[src/sot_ram.sv]
`timescale 1ns / 1ps
`default_nettype none
module sot_ram #(
    parameter int WIDTH = 8,
    parameter int DEPTH = 16
) (
    input  wire logic                     i_clk,
    input  wire logic                     i_we,
    input  wire logic                     i_re,
    input  wire logic [$clog2(DEPTH)-1:0] i_addr,
    input  wire logic [WIDTH-1:0]         i_wdata,
    output logic [WIDTH-1:0]              o_rdata
);
    logic [WIDTH-1:0] mem [DEPTH];
    logic [WIDTH-1:0] r_rdata;

    always_ff @(posedge i_clk) begin
        if (i_we) begin
            mem[i_addr] <= i_wdata;
        end
        if (i_re) begin
            r_rdata <= mem[i_addr];
        end
    end

    assign o_rdata = r_rdata;
endmodule
`default_nettype wire

[config.mk]
export PLATFORM = sky130hd
export DESIGN_NAME = sot_ram
export DESIGN_NICKNAME = d
export VERILOG_FILES = /design/src/sot_ram.sv
export SDC_FILE = /design/constraint.sdc
export NUM_CORES = 1
export LEC_CHECK = 0
export ABC_CLOCK_PERIOD_IN_PS = 2800
export BUFFER_PORTS_ARGS = -buffer_cell sky130_fd_sc_hd__buf_2
export CORE_MARGIN = 4
export CORE_UTILIZATION = 25
export DETAILED_ROUTE_END_ITERATION = 8
export PLACE_DENSITY_LB_ADDON = 0.3
export SLEW_MARGIN = 15
export SYNTH_ARGS = -nofsm -noshare
export SYNTH_HDL_FRONTEND = slang
export SYNTH_SLANG_ARGS = --single-unit
[constraint.sdc]
create_clock -name i_clk -period 2.8 [get_ports i_clk]
set_input_delay 0.56 -clock i_clk [delete_from_list [all_inputs] [get_ports i_clk]]
set_output_delay 0.56 -clock i_clk [all_outputs]
set_load 0.005 [all_outputs]
==> metrics.md, run 1 <==
| Metric | Value |
|---|---|
| Clock slew at reported path FFs | 0.06 ns |
| Port Buffers | 22 |
| CTS root buffer | clkbuf_16 |
| Post-DRT Antenna Nets | 0 |
| Die height | 151 um |
| Vias in the first global route | 2,593 |
| Seq/Total Area, Yosys | around four fifths |
| Initial Utilization | 25.4% |
| Avg WL per Cell | 18.6 um |
| Synth warn | 0 |
| Reg area | 4080 um2 |
| Crit-path max FO | 18 |
| Cell Area, Synth | 5150 um2 |
| Post-synth EDFFs | ~140 |
| Largest net degree at the start of global routing | 19 |
| CP Launch Point | i_addr[0] |
| Final min period | around 1.9 ns |
| Cells after synthesis | 230 |
| Arrival time worst endpoint | 2.09 ns |
| Peak supply drop | 0.000411 V |
| TritonRoute pass-1 iters | 4 |
| Area delta synth->final | 23.0% |
| CTS tree | built |
| Hold/Removal Path Class | primary input to flop |
| Commonest register cell after synthesis | edfxtp_1 |
| Final setup viols | 0 |
| H-Tree Depth | 4 |
| Final period util | 68.9% |
| Status | finished clean |
| Vias/cell | ~4.2 |
| R2R depth | 3 |
| Clock latency on the worst-skew pair | 0.41 ns |
| Gp weighted congestion | roughly 0.68 |
| Synth top cells by count | 136 x edfxtp_1, 32 x mux4_2, 16 x a22oi_1 |
| Power Total | 4780 uW |
| Number of synthesized register bits | 136 |
| Rel. slew slack | about half |
| Start point of the worst min-delay path | i_wdata[6] |
| DRC | 0 |
| Core outline area | between 20,000 and 25,000 um2 |
| PnR worst setup slack | 0.870 ns |
| Slowest stage cell on the critical path | mux4_2 |
| Ports | 23 |
| CP Buf/Inv Count | 2 |
| Routed vias | 2,381 |
| Drt total wl | 10,500 um |
| Syn Area/Cell | 22.4 um2 |
| Synth cell types | 17 |
| Max stage delay on crit path | between 0.5 and 0.6 ns |
| RSZ-0062 raised after global routing | no |
| Post-CTS Setup Inserts | 0 |
| CTS sink count | 136 |
| Final Hold Fails | 0 |
| Gr ovfl total | 0 |
| Ant. Diodes | 0 |
| Async set-reset flop share out of synthesis | 0% |
| Post-CTS Resized | 0 |
| Syn_nets | 245 |
| Cells along the critical path | buf_2 > buf_4 > mux4_2 > a22oi_1 > nand2_1 |
| Hold path depth | 1 |
| CP delay by family, top | buffers and inverters |
| Initial DRC Count | 111 |
| Fmax | 518 MHz |
| Setup TNS | 0 ns |
| P per Cell Area | 755 nW/um2 |
| CTS max path bufs | 2 |
| Clock Skew | slightly above 0.008 ns |
| P_leak | 0.00204 uW |
| Cell accounting for the most synthesized area | edfxtp_1 |
| Place WS | 0.408 ns |
| First-pass GRT wire length | 16,100 um |
| Placement Rows | 52 |
| Footprint of the multi-input gates | 1000 um2 |
| Post-DP HPWL | 7450 um |
| Layout cell share with drive strength beyond 1 | between 30 and 40% |
| Die Width | ~150 um |
| RR Endpoint | o_rdata[5] |
| Critical path class | primary input to flop |
| Crit end category | flop |
| CTS Buf Count | 17 |
| Hold Crit Endpoint | mem[15][6] |
| GRT Overall Usage | between 10% and 20% |
| Post-layout nets | 297 |
| Initial antenna violation count | 3 |
| Final Max Tran Viols | 0 |
| Largest cells by area after synthesis | edfxtp_1 79%, mux4_2 14%, a22oi_1 2.3% |
| WP data required | 2.96 ns |
| # fillers | 1,889 |
| DIE AREA | between 20,000 and 25,000 um2 |
| Flop-to-flop setup slack | between 1 and 1.5 ns |
| Area share of the largest cell type after synthesis | 79.3% |
| Startpoint type of the worst setup path | primary input |
| Max-cap violations | 0 |
| Worst r2r src | mem[3][5] |
| Post-CTS Hold Buffers | 0 |
| Most numerous cell in the Yosys netlist | edfxtp_1 |
| Slew @ Worst Pin | 0.734 ns |
cell families after synthesis:
| logic type | synth area share, % |
|---|---|
| AOI/OAI and AO/OA | 2.33 |
| buffers and inverters | 1.17 |
| DFF | 79.3 |
| muxes | 14.0 |
| and+or+nand+nor | 3.16 |
per-layer routing:
layer	up-vias	GRT usage (%)	routed length (um)	share of wire [%]
met3	20	3.66	510	4.9
met4	6	4.45	171	1.6
met1	1242	12.4	4560	43
met5	-	0	34	0.32
li1	1076	-	-	-
met2	37	15.9	5220	50
registers in the layout (all words and copies together) (netlist names):
| signal | count |
|---|---|
| o_rdata | 8 |
| mem | 128 |
report_power, final:
group / internal (uW) / switching, uW / total [uW]
Sequential: 2290 / 12.5 / 2310
Clock: 1470 / 789 / 2260
Combinational: 91.3 / 121 / 212
Total: 3860 / 923 / 4780
worst reg2reg max path, stage by stage (launching register included):
cell and delay (ns):
edfxtp_1 0.36, mux4_2 0.47, a22oi_1 0.29, nand2_1 0.12
metrics by stage:
step	hold WS, ns	cells	utilization, %	cell area, um2
global placement	0.736	533	28.3	5730
detailed placement	0.737	533	28.3	5730
global route	0.519	563	31.3	6330
finish	0.526	563	31.3	6330
floorplan	0.659	230	-	5150
CTS	0.510	563	31.3	6330
cell type report:
| type | instances | area share, % |
|---|---|---|
| clock buffer | 17 | 6.72 |
| sequential | 136 | 64.5 |
| multi-input combinational | 83 | 15.8 |
| timing repair buffer | 44 | 4.74 |
| tap | 270 | 5.33 |
| clock inverter | 13 | 2.87 |
placed cells by master (no fill, tap or decap), types with 5 or more instances in the layout:
master	instances
a22oi_1	16
buf_2	22
buf_4	20
clkbuf_16	17
clkinvlp_4	5
edfxtp_1	136
mux4_2	32
nand2_1	9
nor2_1	13
how the worst max path moves through the flow:
stage               slack, ns    endpoint  cells after the start
floorplan                0.75   mem[0][0]                      2
global placement         0.41  o_rdata[7]                      5
detailed placement       0.41  o_rdata[7]                      5
CTS                      0.86  o_rdata[7]                      5
global route             0.76  o_rdata[2]                      5
finish                   0.87  o_rdata[7]                      5
(Power assumes the default switching activity.)
==> run 2: changes to the inputs <==
--- a/config.mk
+++ b/config.mk
@@ -5,7 +5,7 @@
 export SDC_FILE = /design/constraint.sdc
 export NUM_CORES = 1
 export LEC_CHECK = 0
-export ABC_CLOCK_PERIOD_IN_PS = 2800
+export ABC_CLOCK_PERIOD_IN_PS = 1800
 export BUFFER_PORTS_ARGS = -buffer_cell sky130_fd_sc_hd__buf_2
 export CORE_MARGIN = 4
 export CORE_UTILIZATION = 25
==> constraint.sdc (replaced) <==
create_clock -name i_clk -period 1.8 [get_ports i_clk]
set_input_delay 0.36 -clock i_clk [delete_from_list [all_inputs] [get_ports i_clk]]
set_output_delay 0.36 -clock i_clk [all_outputs]
set_load 0.005 [all_outputs]
==> metrics.md, run 2 (synthesized netlist as in run 1, its figures left out) <==
| Metric | Value |
|---|---|
| Max-cap violations | 0 |
| Vias/cell | 4.28 |
| Placed Instances | 536 |
| CTS root buffer | clkbuf_16 |
| DRC | 0 |
| Die height | 151 um |
| CTS tree | built |
| Post-CTS Hold Buffers | 0 |
| Logic pwr share | under 10% |
| Final Max Tran Viols | 0 |
| Die Width | 151 um |
| Post-CTS Resized | 0 |
| Peak supply drop | 0.000669 V |
| Slew @ Worst Pin | 0.687 ns |
| Drt total wl | 11,000 um |
| Arrival time worst endpoint | 1.70 ns |
| Sequential power share | 48.5% |
| Largest register by flop count | mem |
| Hold/Removal Path Class | primary input to flop |
| Core Util, Final | between 30% and 40% |
| Max FFs per register | 128 |
| P_leak | a little over 0.002 uW |
| Most common cell after layout, fill and taps aside | edfxtp_1 |
| CTS Buf Count | 17 |
| Crit end category | flop |
| Internal | 5890 uW |
| Final Non-Filler Cells | 568 |
| Crit-path max FO | 1 |
| Core outline area | 20,200 um2 |
| Vias in the first global route | between 2,000 and 3,000 |
| GRT Overall Usage | 10.2% |
| Post-DP HPWL | 7080 um |
| CTS max path bufs | 2 |
| Final Hold Fails | 0 |
| Most frequent cells in the layout | 136 x edfxtp_1, 32 x mux4_2, 22 x buf_2 |
| RSZ-0062 raised after global routing | no |
| CTS sink count | 136 |
| H-Tree Depth | 4 |
| Ports | 23 |
| Final setup viols | 0 |
| Clock Skew | 0.00909 ns |
| Gp weighted congestion | ~0.73 |
| Placement Rows | 52 |
| Status | finished clean |
| Area delta synth->final | 23.7% |
| First-pass GRT wire length | 16,300 um |
| Final period util | 86.8% |
| WP data required | approximately 1.9 ns |
| Initial antenna violation count | 0 |
| Clock Power Share | 46.5% |
| Post-layout nets | 300 |
| Initial Utilization | 25.4% |
| Ant. Diodes | 0 |
| Fmax | 640 MHz |
| Sw Ratio | about a fifth |
| Avg WL per Cell | just under 20 um |
| Final min period | 1.56 ns |
| Gr ovfl total | 0 |
| Rel. slew slack | 54.1% |
| Layout cell share with drive strength beyond 1 | between 30% and 40% |
| Clock latency on the worst-skew pair | 0.41 ns |
| P per Cell Area | ~1200 nW/um2 |
| Initial DRC Count | 209 |
| DIE AREA | 22,900 um2 |
| Startpoint type of the worst setup path | flop |
| Port Buffers | 22 |
| Critical path class | flop to flop |
| Clock slew at reported path FFs | 0.06 ns |
| Post-CTS Setup Inserts | 0 |
| Post-DRT Antenna Nets | 0 |
| Routed vias | 2,433 |
| Psw | 1500 uW |
| Power Total | 7390 uW |
| TritonRoute pass-1 iters | 4 |
| Largest net degree at the start of global routing | 21 |
run 2: cell types whose count changed in the layout (fill, tap and decap cells not counted), moves of 2 or more:
cell	delta
clkbuf_1	+2
clkinvlp_4	-3
clkinv_4	+2
buf_12	+2
run 2: final timing paths:
kind | start | to | slack, ns | cells past startpoint
setup / recovery | mem[15][5] | o_rdata[5] | 0.24 | 3
hold / removal | i_re | o_rdata[5] | 0.31 | 1
setup reg to reg | mem[15][5] | o_rdata[5] | 0.24 | 3
hold reg to reg | mem[0][4] | o_rdata[4] | 0.77 | 3
run 2: layer usage:
metal	up-vias	global-route usage (%)	part of all wire (%)
met2	56	15.0	46
met3	14	2.77	4.6
met5	-	0	0
li1	1081	-	-
met4	0	3.95	1.8
met1	1282	14.4	48
run 2: power groups by stage:
stage / Sequential (uW) / Combinational [uW] / Clock (uW)
global placement: 3650 / 368 / 0
finish: 3590 / 366 / 3440
global route: 3590 / 396 / 3670
CTS: 3590 / 374 / 3510
detailed placement: 3650 / 373 / 0
floorplan: 3650 / 183 / 0
run 2: final cells by class:
type	count	area, um2
Clock inverter	13	155
Sequential cell	136	4080
Fill cell	1932	13900
Timing Repair Buffer	47	348
Multi-Input combinational cell	83	1010
Tap cell	270	338
Clock buffer	19	433
run 2: metrics by stage:
stage | hold WS (ns) | TNS (ns) | setup WS, ns | area (um2)
finish | 0.312 | 0 | 0.237 | 6370
global route | 0.294 | 0 | 0.193 | 6370
CTS | 0.294 | 0 | 0.235 | 6370
detailed placement | 0.726 | -0.967 | -0.201 | 5780
global placement | 0.730 | -0.853 | -0.179 | 5780
floorplan | 0.459 | 0 | 0.00189 | 5150
run 2: critical path, cell delays in order, from the launching register on:
cell,delay (ns)
edfxtp_1,0.38
mux4_2,0.54
a22oi_1,0.26
nand2_1,0.12
==> run 3: changes to the inputs <==
--- a/config.mk
+++ b/config.mk
@@ -11,6 +11,8 @@
 export CORE_UTILIZATION = 25
 export DETAILED_ROUTE_END_ITERATION = 8
 export PLACE_DENSITY_LB_ADDON = 0.3
+export RECOVER_POWER = 100
+export REMOVE_ABC_BUFFERS = 1
 export SLEW_MARGIN = 15
 export SYNTH_ARGS = -nofsm -noshare
 export SYNTH_HDL_FRONTEND = slang
==> metrics.md, run 3 (synthesized netlist as in run 1, its figures left out) <==
| Metric | Value |
|---|---|
| Status | finished clean |
| Hold/Removal Path Class | primary input to flop |
| Initial DRC Count | 213 |
| Layout cell share with drive strength beyond 1 | 27.9% |
| Clock Skew | 0.00896 ns |
| Final setup viols | 0 |
| CTS sink count | approximately 140 |
| CP delay by family, top | buffers and inverters |
| Max stage delay on crit path | 0.45 ns |
| Initial Utilization | 25.4% |
| CTS Buf Count | 17 |
| WP data required | 1.95 ns |
| Routed vias | 2,427 |
| Most common cell after layout, fill and taps aside | edfxtp_1 |
| Largest net degree at the start of global routing | 17 |
| Clock slew at reported path FFs | around 0.05 ns |
| CTS max path bufs | 2 |
| TritonRoute pass-1 iters | 4 |
| Startpoint type of the worst setup path | primary input |
| Die Width | 151 um |
| Internal | 5710 uW |
| Peak supply drop | around 0.00062 V |
| Slowest stage cell on the critical path | clkbuf_1 |
| CTS root buffer | clkbuf_16 |
| Most frequent cells in the layout | 136 x edfxtp_1, 32 x mux4_2, 24 x clkbuf_1 |
| Post-CTS Resized | 0 |
| Post-CTS Setup Inserts | 0 |
| Final min period | between 1.5 and 2 ns |
| Sw Ratio | 19.8% |
| Crit-path max FO | 8 |
| H-Tree Depth | 4 |
| Final Max Tran Viols | 0 |
| Post-DP HPWL | between 7000 and 8000 um |
| PnR worst setup slack | about 0.13 ns |
| Rel. slew slack | 52.3% |
| GRT Overall Usage | 9.69% |
| Avg WL per Cell | 18.2 um |
| Gr ovfl total | 0 |
| Arrival time worst endpoint | 1.82 ns |
| # fillers | about 1,900 |
| Vias/cell | approximately 4.3 |
| Max-cap violations | 0 |
| P per Cell Area | 1140 nW/um2 |
| Die height | 151 um |
| Clock Power Share | 44.8% |
| Slew @ Worst Pin | 0.716 ns |
| Cells along the critical path | buf_2 > clkbuf_1 > mux4_2 > a22oi_1 > nand2_1 |
| CTS tree | built |
| Initial antenna violation count | 0 |
| Max FFs per register | about 130 |
| Setup TNS | 0 ns |
| Fmax | 599 MHz |
| Vias in the first global route | 2,582 |
| Logic pwr share | approximately 4.7% |
| P_leak | 0.00197 uW |
| Post-CTS Hold Buffers | 0 |
| Final period util | 92.8% |
| Place WS | -0.277 ns |
| First-pass GRT wire length | 16,000 um |
| Area delta synth->final | 21.2% |
| Ant. Diodes | 0 |
| Final Hold Fails | 0 |
| Crit end category | flop |
| RSZ-0062 raised after global routing | no |
| CP Buf/Inv Count | 2 |
| Gp weighted congestion | roughly 0.72 |
| DIE AREA | about 23,000 um2 |
| Core outline area | 20,200 um2 |
| Post-DRT Antenna Nets | 0 |
| DRC | 0 |
| Port Buffers | 22 |
| Core Util, Final | 30.8% |
| Clock latency on the worst-skew pair | 0.41 ns |
| Post-layout nets | 301 |
| Placement Rows | 52 |
| Sequential power share | between 50% and 60% |
| Psw | 1400 uW |
| Largest register by flop count | mem |
| Drt total wl | 10,300 um |
| Ports | 23 |
| Critical path class | primary input to flop |
## run 3: per-stage QoR
stage / hold WS (ns) / total power, uW / cells / cell area, um2
floorplan: 0.459 / 3800 / 219 / 5090
global placement: 0.723 / 4000 / 537 / 5770
detailed placement: 0.746 / 4010 / 537 / 5770
CTS: 0.328 / 7200 / 568 / 6310
global route: 0.474 / 7390 / 568 / 6240
finish: 0.451 / 7110 / 568 / 6240
## run 3: worst paths after layout
| check | cells past startpoint | to | slack [ns] | from |
|---|---|---|---|---|
| max reg2reg | 3 | o_rdata[2] | 0.27 | mem[3][2] |
| max | 5 | o_rdata[2] | 0.13 | i_addr[1] |
| min reg2reg | 3 | o_rdata[6] | 0.75 | mem[13][6] |
| min | 1 | o_rdata[3] | 0.45 | i_re |
## run 3: metal layers
layer | up-vias | wire, um | GRT usage (%)
met5 | - | 0 | 0
met4 | 0 | 144 | 3.55
met3 | 13 | 467 | 2.86
met2 | 64 | 4740 | 14.2
met1 | 1261 | 4980 | 13.7
li1 | 1089 | - | -
## run 3: power groups by stage
stage	Sequential, uW	Combinational (uW)	Clock, uW
after CTS	3590	354	3250
after global placement	3660	347	0
after global routing	3600	370	3420
after detailed placement	3660	354	0
after floorplan	3650	146	0
final	3590	334	3190
## run 3: area by class of cell
cell class	instances	area, um2	area share (%)
Tap cell	270	338	5.42
Clock inverter	12	110	1.76
Multi-Input combinational cell	83	1000	16.1
Timing Repair Buffer	48	270	4.33
Sequential cell	136	4080	65.5
Clock buffer	19	433	6.94
## run 3: worst reg2reg max path, cell delays in order, from the launching register on
cell	delay [ns]
edfxtp_1	0.36
mux4_2	0.47
a22oi_1	0.32
nand2_1	0.12
